===== config.mk =====
export PLATFORM = sky130hd
export DESIGN_NAME = jhg_stencil
export DESIGN_NICKNAME = d
export VERILOG_FILES = /design/src/rtl/jhg_pkg.sv /design/src/rtl/jhg_stencil.sv
export SDC_FILE = /design/constraint.sdc
export NUM_CORES = 1
export LEC_CHECK = 0
export ABC_CLOCK_PERIOD_IN_PS = 13000
export BUFFER_PORTS_ARGS = -buffer_cell sky130_fd_sc_hd__clkbuf_2
export CORE_ASPECT_RATIO = 1.25
export CORE_MARGIN = 4
export CORE_UTILIZATION = 45
export DETAILED_ROUTE_END_ITERATION = 8
export PLACE_DENSITY = 0.61
export SYNTH_ARGS = -nofsm -noshare
export SYNTH_HDL_FRONTEND = slang
export SYNTH_SLANG_ARGS = --single-unit

===== constraint.sdc =====
create_clock -name clk -period 13 [get_ports clk]
set_input_delay 2.6 -clock clk [delete_from_list [all_inputs] [get_ports clk]]
set_output_delay 2.6 -clock clk [all_outputs]
set_load 0.1 [all_outputs]

===== src/rtl/jhg_pkg.sv =====
`default_nettype none
// ============================================================================
// jhg_pkg: shared constants and types of the Jacobi heat grid solver
// Field widths, request and result codes, register indexes, reset values
// and the control word that the sequencer hands to the stencil datapath.
// ============================================================================
package jhg_pkg;

	localparam int GRID_SIZE_DEF = 16;

	localparam int CELL_W   = 32;
	localparam int SUM_W    = 34;
	localparam int CNT_W    = 16;
	localparam int CFG_W    = 16;
	localparam int RC_W     = 4;
	localparam int ACT_W    = 2;
	localparam int CFG_IDX_W = 1;
	localparam int PH_W     = 3;

	localparam logic [ACT_W-1:0] ACT_WRITE = 2'd0;
	localparam logic [ACT_W-1:0] ACT_SOLVE = 2'd1;
	localparam logic [ACT_W-1:0] ACT_READ  = 2'd2;

	localparam logic KIND_SOLVE = 1'b0;
	localparam logic KIND_READ  = 1'b1;

	localparam logic [CFG_IDX_W-1:0] REG_EPSILON    = 1'b0;
	localparam logic [CFG_IDX_W-1:0] REG_MAX_SWEEPS = 1'b1;

	localparam logic [CFG_W-1:0] EPSILON_RST    = 16'd66;
	localparam logic [CFG_W-1:0] MAX_SWEEPS_RST = 16'hFFFF;

	localparam logic [PH_W-1:0] PH_NORTH  = 3'd0;
	localparam logic [PH_W-1:0] PH_SOUTH  = 3'd1;
	localparam logic [PH_W-1:0] PH_WEST   = 3'd2;
	localparam logic [PH_W-1:0] PH_EAST   = 3'd3;
	localparam logic [PH_W-1:0] PH_CENTER = 3'd4;

	typedef enum logic [6:0] {
		ST_IDLE    = 7'b0000001,
		ST_RD_WAIT = 7'b0000010,
		ST_SWEEP   = 7'b0000100,
		ST_DRAIN   = 7'b0001000,
		ST_COPY    = 7'b0010000,
		ST_CHECK   = 7'b0100000,
		ST_DONE    = 7'b1000000
	} state_t;

	typedef struct packed {
		logic valid;
		logic first;
		logic center;
		logic clear_max;
	} stn_ctrl_t;

endpackage
`default_nettype wire


===== src/rtl/jhg_stencil.sv =====
`default_nettype none
// ============================================================================
// jhg_stencil: five-point stencil datapath
// Accumulates the four neighbor taps, forms the floored mean, subtracts the
// center tap and keeps the largest absolute change of the sweep.
// ============================================================================
module jhg_stencil
	import jhg_pkg::*;
#(
	parameter int ADDR_W = 8
) (
	input  wire logic              clk,
	input  wire logic              arst_n,
	input  wire stn_ctrl_t         ctrl,
	input  wire logic [ADDR_W-1:0] addr,
	input  wire logic [CELL_W-1:0] rd_data,
	output logic                   wr_en,
	output logic      [ADDR_W-1:0] wr_addr,
	output logic      [CELL_W-1:0] wr_data,
	output logic      [CELL_W-1:0] max_change
);

	logic [SUM_W-1:0]  tap_ext;
	logic [SUM_W-1:0]  sum_q;
	logic [CELL_W-1:0] mean_c;
	logic [CELL_W:0]   diff_c;
	logic              v_s2;
	logic [CELL_W-1:0] mean_s2;
	logic [CELL_W:0]   diff_s2;
	logic [ADDR_W-1:0] addr_s2;
	logic [CELL_W:0]   abs_c;
	logic [CELL_W-1:0] max_q;

	assign tap_ext = {{(SUM_W-CELL_W){rd_data[CELL_W-1]}}, rd_data};

	// Dropping the two low bits of the sum is an arithmetic shift, i.e. floor division.
	assign mean_c = sum_q[SUM_W-1:2];
	assign diff_c = {mean_c[CELL_W-1], mean_c} - {rd_data[CELL_W-1], rd_data};
	assign abs_c  = diff_s2[CELL_W] ? (~diff_s2 + (CELL_W+1)'(1)) : diff_s2;

	always_ff @(posedge clk) begin
		if (ctrl.valid && !ctrl.center) begin
			sum_q <= ctrl.first ? tap_ext : sum_q + tap_ext;
		end
		mean_s2 <= mean_c;
		diff_s2 <= diff_c;
		addr_s2 <= addr;
	end

	always_ff @(posedge clk or negedge arst_n) begin
		if (!arst_n) begin
			v_s2  <= 1'b0;
			max_q <= '0;
		end else begin
			v_s2 <= ctrl.valid && ctrl.center;
			if (ctrl.clear_max) begin
				max_q <= '0;
			end else if (v_s2 && (abs_c[CELL_W-1:0] > max_q)) begin
				max_q <= abs_c[CELL_W-1:0];
			end
		end
	end

	assign wr_en      = v_s2;
	assign wr_addr    = addr_s2;
	assign wr_data    = mean_s2;
	assign max_change = max_q;

endmodule
`default_nettype wire


# Word-level counts from Yosys, hierarchy flattened
# Index checks and enable logic that the tools add are counted.
[totals]
reg_bits = 140
latchBits = 0
ramBits = 0
mem_bits_ro = 0
in_bits = 46
out_inout_bits = 73
wordCells = 20
memories = 0
[classes]
addsub = 3
n_mul = 0
div_mod_pow = 0
order_cmp = 1
eq_ne = 0
shifts = 0
muxes = 4
n_bitwise = 1
n_reduce_logical = 5
[op_table]
columns = ["cell", "count"]
rows = [
  ["$mux 32", 3],
  ["$add 34x34->34", 1],
  ["$mux 34", 1],
  ["$sub 32x32->33", 1],
  ["$add 32x1->32 const B", 1],
  ["$gt 32x32->1", 1],
  ["$not 32->32", 1],
  ["$logic_and 1x1->1", 3],
  ["$reduce_bool 2->1", 1],
  ["$logic_not 1->1", 1],
]

# Logic depth before layout (Yosys ltp)
# Gate-level depths: netlist of the first run.
[depth]
word_depth = 7
depth_mapped = 17
ltp_nobuf = 16

# Worst setup path after synthesis of the first run
# OpenSTA, ideal clock, no wires.
[synth_timing]
path_kind = "input to register"
from = "in rd_data[0]"
to = "reg diff_s2[30]"
setup_time_ps = 72
t_arrival_ps = 4851
required_time_ps = 12928
slack_ps = 8077
stages = 10
n_path_buf = 0
cell_sequence = "ha_1 fa_1 nand2b_1 a21o_1 a2111o_1 o211ai_1 a41o_1 a211oi_1 o31ai_1 xnor2_1"
[synth_between]
elab_chain_cells = 1
[synth_lines]
columns = ["item", "line", "text"]
rows = [
  ["start, declared", "jhg_stencil.sv:16", "input wire logic [CELL_W-1:0] rd_data,"],
  ["$sub 32x32->33", "jhg_stencil.sv:38", "assign diff_c = {mean_c[CELL_W-1], mean_c} - {rd_data[CELL_W-1], rd_data};"],
  ["net diff_c[30]", "jhg_stencil.sv:26", "logic [CELL_W:0] diff_c;"],
  ["end signal, assigned", "jhg_stencil.sv:46", "diff_s2 <= diff_c;"],
  ["end, declared", "jhg_stencil.sv:29", "logic [CELL_W:0] diff_s2;"],
]
# The timed path passes the listed nets, and every way through them passes these cells.
# A chain may end at the register's enable or synchronous reset.

# Worst setup path after layout of the first run
[layout_timing]
from = "in rd_data[2]"
to = "reg sum_q[27] (data pin)"
[layout_between]
elab_chain_cells = 2
[layout_lines]
columns = ["item", "line", "text"]
rows = [
  ["$add 34x34->34", "jhg_stencil.sv:43", "sum_q <= ctrl.first ? tap_ext : sum_q + tap_ext;"],
  ["$mux 34", "jhg_stencil.sv:43", ""],
  ["end signal, assigned", "jhg_stencil.sv:43", ""],
  ["end, declared", "jhg_stencil.sv:24", "logic [SUM_W-1:0] sum_q;"],
]
# No other way between the ends.

==> flow_summary_export.csv, run 1 <==
group,metric,value,unit
logic_synthesis,avgSynthCellArea,8.95,µm²
logic_synthesis,synth_cell_type_count,58,
clock_network,postCtsSetupBuffers,0,
floorplanning,ios,119,
drt,post-route-drc-count,0,
logic_synthesis,synthCells,1033,
power_and_ir_drop,p_per_area,160,nW/µm²
clock_network,path_clk_slew,0.06,ns
floorplanning,start_util,45.9,%
power_and_ir_drop,ir_drop,97.8,µV
status,outcome,"complete, no violations",
setup_path,regToRegSetupSlack,8.21,ns
setup_path,critPathCaptureType,"register",
timing,drv_slew,0,
floorplanning,std_cell_rows,58,
clock_network,htree_levels,4,
layout,final_common_cell,"clkbuf_2",
grt,grt_antenna_before_repair,1,
logic_synthesis,synth_flop_cell,"dfxtp_1",
flow_run,maxCapViolCount,0,
clock_network,cts_resized,0,
timing,setup_viol,0,
placement,hpwl,16800,µm
setup_path,worstReg2RegStart,"diff_s2[16]",
grt,grt_overflow,0,
placement,place.gp.congestion,0.889,
min_path,whs_endpoint,"wr_data[31]",
timing,hold_viol_final,0,
grt,grt_max_degree,66,
layout,fin_cells,1426,
logic_synthesis,syn-cell-area,9250,µm²
drt,dr_wl_met2,10100,µm
logic_synthesis,yosysSeqAreaShare,35.8,%
clock_network,numCtsBuffers,17,
grt,grt_pass1_vias,7284,
layout,mostFrequentLayoutCells,"clkbuf_2 (118), ha_1 (98), inv_1 (86), nand2_1 (80), nor2_1 (80)",
min_path,hold_path.class,"reg -> reg",
power_and_ir_drop,p_total,1.71,mW
grt,grt_pass1_wl,35300,µm
layout,num-fill-cells,1963,
logic_synthesis,ys_seq_elements,140,
timing,max_slew.worst_pin.slew,1.07,ns
setup_path,rr_worst_depth,14,
placement,io_buffers,118,
drt,vias_per_cell,5.25,
drt,routed_wirelength,21500,µm
floorplanning,core,20200,µm²
logic_synthesis,synth_edf_count,34,
drt,wl_met1,10100,µm
setup_path,critPathLaunchType,"input port",
setup_path,worstReg2RegEnd,"max_change[19]",
placement,dp_cells,1393,
timing,period_share,37.7,%
layout,nNetsFinal,1288,
floorplanning,die_x,136,µm
min_path,worstHoldPathCells,0,
power_and_ir_drop,leakage,4.82,nW
setup_path,worstSetupPathType,"in -> reg",
logic_synthesis,ys_warn_count,0,
layout,layout-drive-gt1-share,14.5,%
setup_path,worstPathRequired,13.15,ns
timing,skew,0.0128,ns
clock_network,cts_tree,"done",
clock_network,hold_buffers,0,
floorplanning,die_h,168,µm
clock_network,clock_sinks,140,
drt,highest_layer,"met4",
timing,fmax,204,MHz
grt,grt_use_total,19.1,%
drt,wl_met3,723,µm
timing,rsz0062_at_grt,"false",
setup_path,worstPathArrival,5.05,ns
floorplanning,die_area,22900,µm²
clock_network,cts_buffer_depth,2,
layout,syn_to_final_growth,15.8,%
setup_path,cp_max_fo,4,
timing,tns,0,ns
timing,relSlewSlack,28.7,%
drt,first_pass_iters,4,
drt,drt-initial-drc-count,253,
min_path,hp-start,"sum_q[33]",
clock_network,clk_latency,0.42,ns
drt,ant_nets,0,
logic_synthesis,synth_nets,1179,
timing,period_minus_slack,4.91,ns
logic_synthesis,async_flop_share,23.6,%
clock_network,cts-root-buf,"clkbuf_16",
drt,vias,7487,
drt,wl_per_cell,15.0,µm
-- stage by stage --
stage	setup slack, ns	instance area (µm²)	util, %	hold WS, ns
2_1_floorplan	8.08	9250	-	0.352
3_3_place_gp	7.75	10100	50.0	0.399
3_5_place_dp	7.70	10100	50.0	0.394
4_1_cts	8.09	10700	53.1	0.407
5_1_grt	7.91	10700	53.1	0.419
6_report	8.09	10700	53.1	0.406
-- metal layers --
layer	GRT usage, %	vias to the layer above
met5	0	-
met4	6.80	0
met3	3.35	36
met2	31.5	145
met1	24.9	3379
li1	-	3927
-- Yosys cell counts (4+ instances only) --
cell,number,area (µm²)
ha_1,98,1230
inv_1,86,323
nand2_1,80,300
nor2_1,80,300
dfxtp_1,73,1460
a21oi_1,71,355
xnor2_1,65,569
o21ai_0,53,265
a21o_1,49,368
edfxtp_1,34,1020
dfrtp_1,33,826
mux2i_1,33,330
o21ai_1,25,125
clkbuf_1,24,90.1
nand4_1,17,106
nor3_1,17,85.1
xor2_1,17,149
o21a_1,16,120
nand3_1,15,75.1
o31ai_1,14,105
nand2b_1,13,81.3
o211ai_1,8,60.1
or3_1,8,50.1
a211oi_1,7,52.6
and2_1,7,43.8
nor2b_1,7,43.8
buf_1,6,22.5
nor4_1,6,37.5
o21bai_1,6,45.0
o31a_1,5,43.8
o41ai_1,5,43.8
or4_4,5,56.3
a31oi_1,4,25.0
and4_1,4,35.0
or4_1,4,30.0
-- area by class of cell --
cell class	instances	area, µm²	area share, %
antenna	1	2.50	0.0234
sequential	140	3310	30.9
tap	270	338	3.15
timing repair buffer	120	606	5.65
clock inverter	7	45.0	0.420
clock buffer	25	569	5.31
multi-input combinational	777	5520	51.5
inverter	86	323	3.01
-- logic make-up after synthesis --
group           count (synthesis)  synth area share (%)
compound gates                289                  20.3
xor+xnor                       82                  7.76
fa+ha+maj                     100                  13.7
buf+inv                       116                  4.71
flops                         140                  35.8
mux                            34                  3.69
simple gates                  272                  14.1
-- power by group --
part | internal [mW] | switching [mW]
Clock | 0.304 | 0.186
Combinational | 0.229 | 0.433
Sequential | 0.508 | 0.0512
Total | 1.04 | 0.670
-- worst max-delay path by stage --
| stage | startpoint | end | slack [ns] |
|---|---|---|---|
| detailed placement | rd_data[0] | diff_s2[30] | 7.70 |
| floorplan | rd_data[0] | diff_s2[30] | 8.08 |
| CTS | diff_s2[16] | max_change[17] | 8.09 |
| global placement | rd_data[2] | sum_q[27] | 7.75 |
| finish | rd_data[2] | sum_q[27] | 8.09 |
| global route | rd_data[5] | diff_s2[30] | 7.91 |
-- flip-flops by register name, indices dropped and copies added (netlist names) --
signal / cells
max_change: 32
wr_en: 1
wr_data: 32
sum_q: 34
diff_s2: 33
wr_addr: 8
-- worst max-delay path, stage by stage --
cell	delay, ns
clkbuf_2	0.11
ha_1	0.33
o21ai_0	0.11
o21ai_0	0.20
or3b_1	0.40
a21oi_1	0.43
nor2_1	0.17
o41ai_1	0.46
xnor2_1	0.16
o21ai_0	0.08
(Power assumes the default switching activity.)
==> run 2, diff against run 1 <==
--- a/config.mk
+++ b/config.mk
@@ -5,7 +5,7 @@
 export SDC_FILE = /design/constraint.sdc
 export NUM_CORES = 1
 export LEC_CHECK = 0
-export ABC_CLOCK_PERIOD_IN_PS = 13000
+export ABC_CLOCK_PERIOD_IN_PS = 5100
 export BUFFER_PORTS_ARGS = -buffer_cell sky130_fd_sc_hd__clkbuf_2
 export CORE_ASPECT_RATIO = 1.25
 export CORE_MARGIN = 4
==> constraint.sdc (replaced) <==
create_clock -name clk -period 5.1 [get_ports clk]
set_input_delay 1.02 -clock clk [delete_from_list [all_inputs] [get_ports clk]]
set_output_delay 1.02 -clock clk [all_outputs]
set_load 0.1 [all_outputs]
==> flow_summary_export.csv, run 2 (synthesized netlist as in run 1, its figures left out) <==
group,metric,value,unit
drt,first_pass_iters,5,
timing,max_slew.worst_pin.slew,1.06,ns
floorplanning,std_cell_rows,58,
clock_network,postCtsSetupBuffers,0,
layout,final_common_cell,"clkbuf_2",
timing,setup_viol,0,
layout,reg.largest.list,"sum_q x34, diff_s2 x33",
setup_path,worstSetupPathType,"reg -> reg",
power_and_ir_drop,ir_drop,253,µV
setup_path,worstPathRequired,5.39,ns
layout,syn_to_final_growth,16.2,%
grt,grt_max_degree,66,
timing,skew,0.0117,ns
power_and_ir_drop,leakage,4.84,nW
layout,layout-drive-gt1-share,14.8,%
min_path,hp-start,"sum_q[33]",
drt,routed_wirelength,21700,µm
layout,final_core_util,53.3,%
drt,vias,7600,
status,outcome,"complete, no violations",
power_and_ir_drop,p_per_area,412,nW/µm²
setup_path,path_delay_family,"simple AND/OR/NAND/NOR gates",
floorplanning,ios,119,
clock_network,hold_buffers,0,
layout,nNetsFinal,1291,
clock_network,htree_levels,4,
clock_network,numCtsBuffers,17,
setup_path,critPathLaunchType,"register",
floorplanning,start_util,45.9,%
timing,period_share,91.1,%
placement,hpwl,17200,µm
setup_path,crit_slowest_cell,"or4_4",
timing,fmax,215,MHz
timing,hold_viol_final,0,
setup_path,worstReg2RegStart,"diff_s2[4]",
setup_path,critPathBufInv,1,
clock_network,cts_buffer_depth,2,
floorplanning,die_area,22900,µm²
placement,io_buffers,118,
timing,tns,0,ns
min_path,hold_path.class,"reg -> reg",
drt,vias_per_cell,5.32,
timing,period_minus_slack,4.65,ns
setup_path,cp_max_fo,12,
floorplanning,die_x,136,µm
timing,relSlewSlack,29.4,%
grt,grt_use_total,19.4,%
grt,grt_overflow,0,
drt,post-route-drc-count,0,
layout,mostFrequentLayoutCells,"clkbuf_2 (118), ha_1 (98), inv_1 (86), nand2_1 (80), nor2_1 (80)",
flow_run,maxCapViolCount,0,
placement,place.gp.congestion,0.875,
setup_path,worstPathArrival,4.93,ns
setup_path,critPathCaptureType,"register",
clock_network,clk_latency,0.43,ns
clock_network,clock_sinks,140,
floorplanning,core,20200,µm²
layout,regMostFlops,"sum_q",
layout,largest_reg_flops,34,
grt,grt_antenna_before_repair,1,
setup_path,cp-startpoint,"diff_s2[4]",
drt,drt-initial-drc-count,320,
drt,wl_per_cell,15.2,µm
setup_path,crit_chain,"or3_1 -> or4_1 -> or4_4 -> o41ai_4 -> xnor2_1 -> ha_1 -> nand4_1 -> nor4_1 -> o211ai_1 -> o22ai_4 -> buf_4 -> mux2i_1 -> nor2_1",
clock_network,cts_resized,0,
clock_network,cts_tree,"done",
setup_path,cp_slowest_stage_delay,0.60,ns
drt,ant_nets,0,
timing,rsz0062_at_grt,"false",
floorplanning,die_h,168,µm
clock_network,cts-root-buf,"clkbuf_16",
grt,grt_pass1_wl,36000,µm
grt,grt_pass1_vias,7325,
clock_network,path_clk_slew,0.06,ns
timing,drv_slew,0,
## run 2: cell types whose count changed in the layout (fill, tap and decap cells not counted)
cell | previous run | this run
inv_4 | 0 | 2
clkbuf_8 | 5 | 1
buf_4 | 2 | 4
bufinv_16 | 0 | 2
clkinv_4 | 1 | 3
o22ai_2 | 0 | 1
clkinv_2 | 4 | 3
clkbuf_16 | 20 | 19
## run 2: stage by stage
stage                     setup WS (ns)  hold WS, ns  area [µm²]  cells  total power, mW
after detailed placement          0.202        0.388       10100   1395             3.16
after global routing              0.164        0.415       10700   1429             4.71
after floorplan                   0.887        0.352        9250   1033             2.80
after CTS                         0.195        0.404       10700   1427             4.46
after global placement            0.351        0.383       10100   1395             3.13
final                             0.452        0.401       10700   1429             4.43
## run 2: final timing paths
kind	end	slack (ns)	cells past startpoint
setup reg to reg	max_change[9]	0.45	13
setup / recovery	max_change[9]	0.45	13
hold / removal	wr_data[31]	0.40	0
max in group asynchronous	max_change[23]	3.90	1
hold reg to reg	wr_data[31]	0.40	0
min in group asynchronous	max_change[6]	0.68	1
## run 2: where the power goes
| group | switching, mW | internal (mW) |
|---|---|---|
| clock | 0.492 | 0.792 |
| sequential | 0.127 | 1.30 |
| combinational | 1.13 | 0.589 |
## run 2: area by class of cell
class	instances	area (µm²)
Clock buffer	20	489
Sequential cell	140	3310
Multi-Input combinational cell	778	5530
Fill cell	1959	9430
Clock inverter	12	130
Antenna cell	1	2.50
Inverter	86	323
Timing Repair Buffer	122	621
Tap cell	270	338
## run 2: routing by layer
layer	GRT usage, %	routed length, µm	vias to the layer above
met3	3.14	654	25
met1	25.4	10100	3518
met2	32.4	10600	125
met4	6.58	374	0
li1	-	-	3932
met5	0	0	-
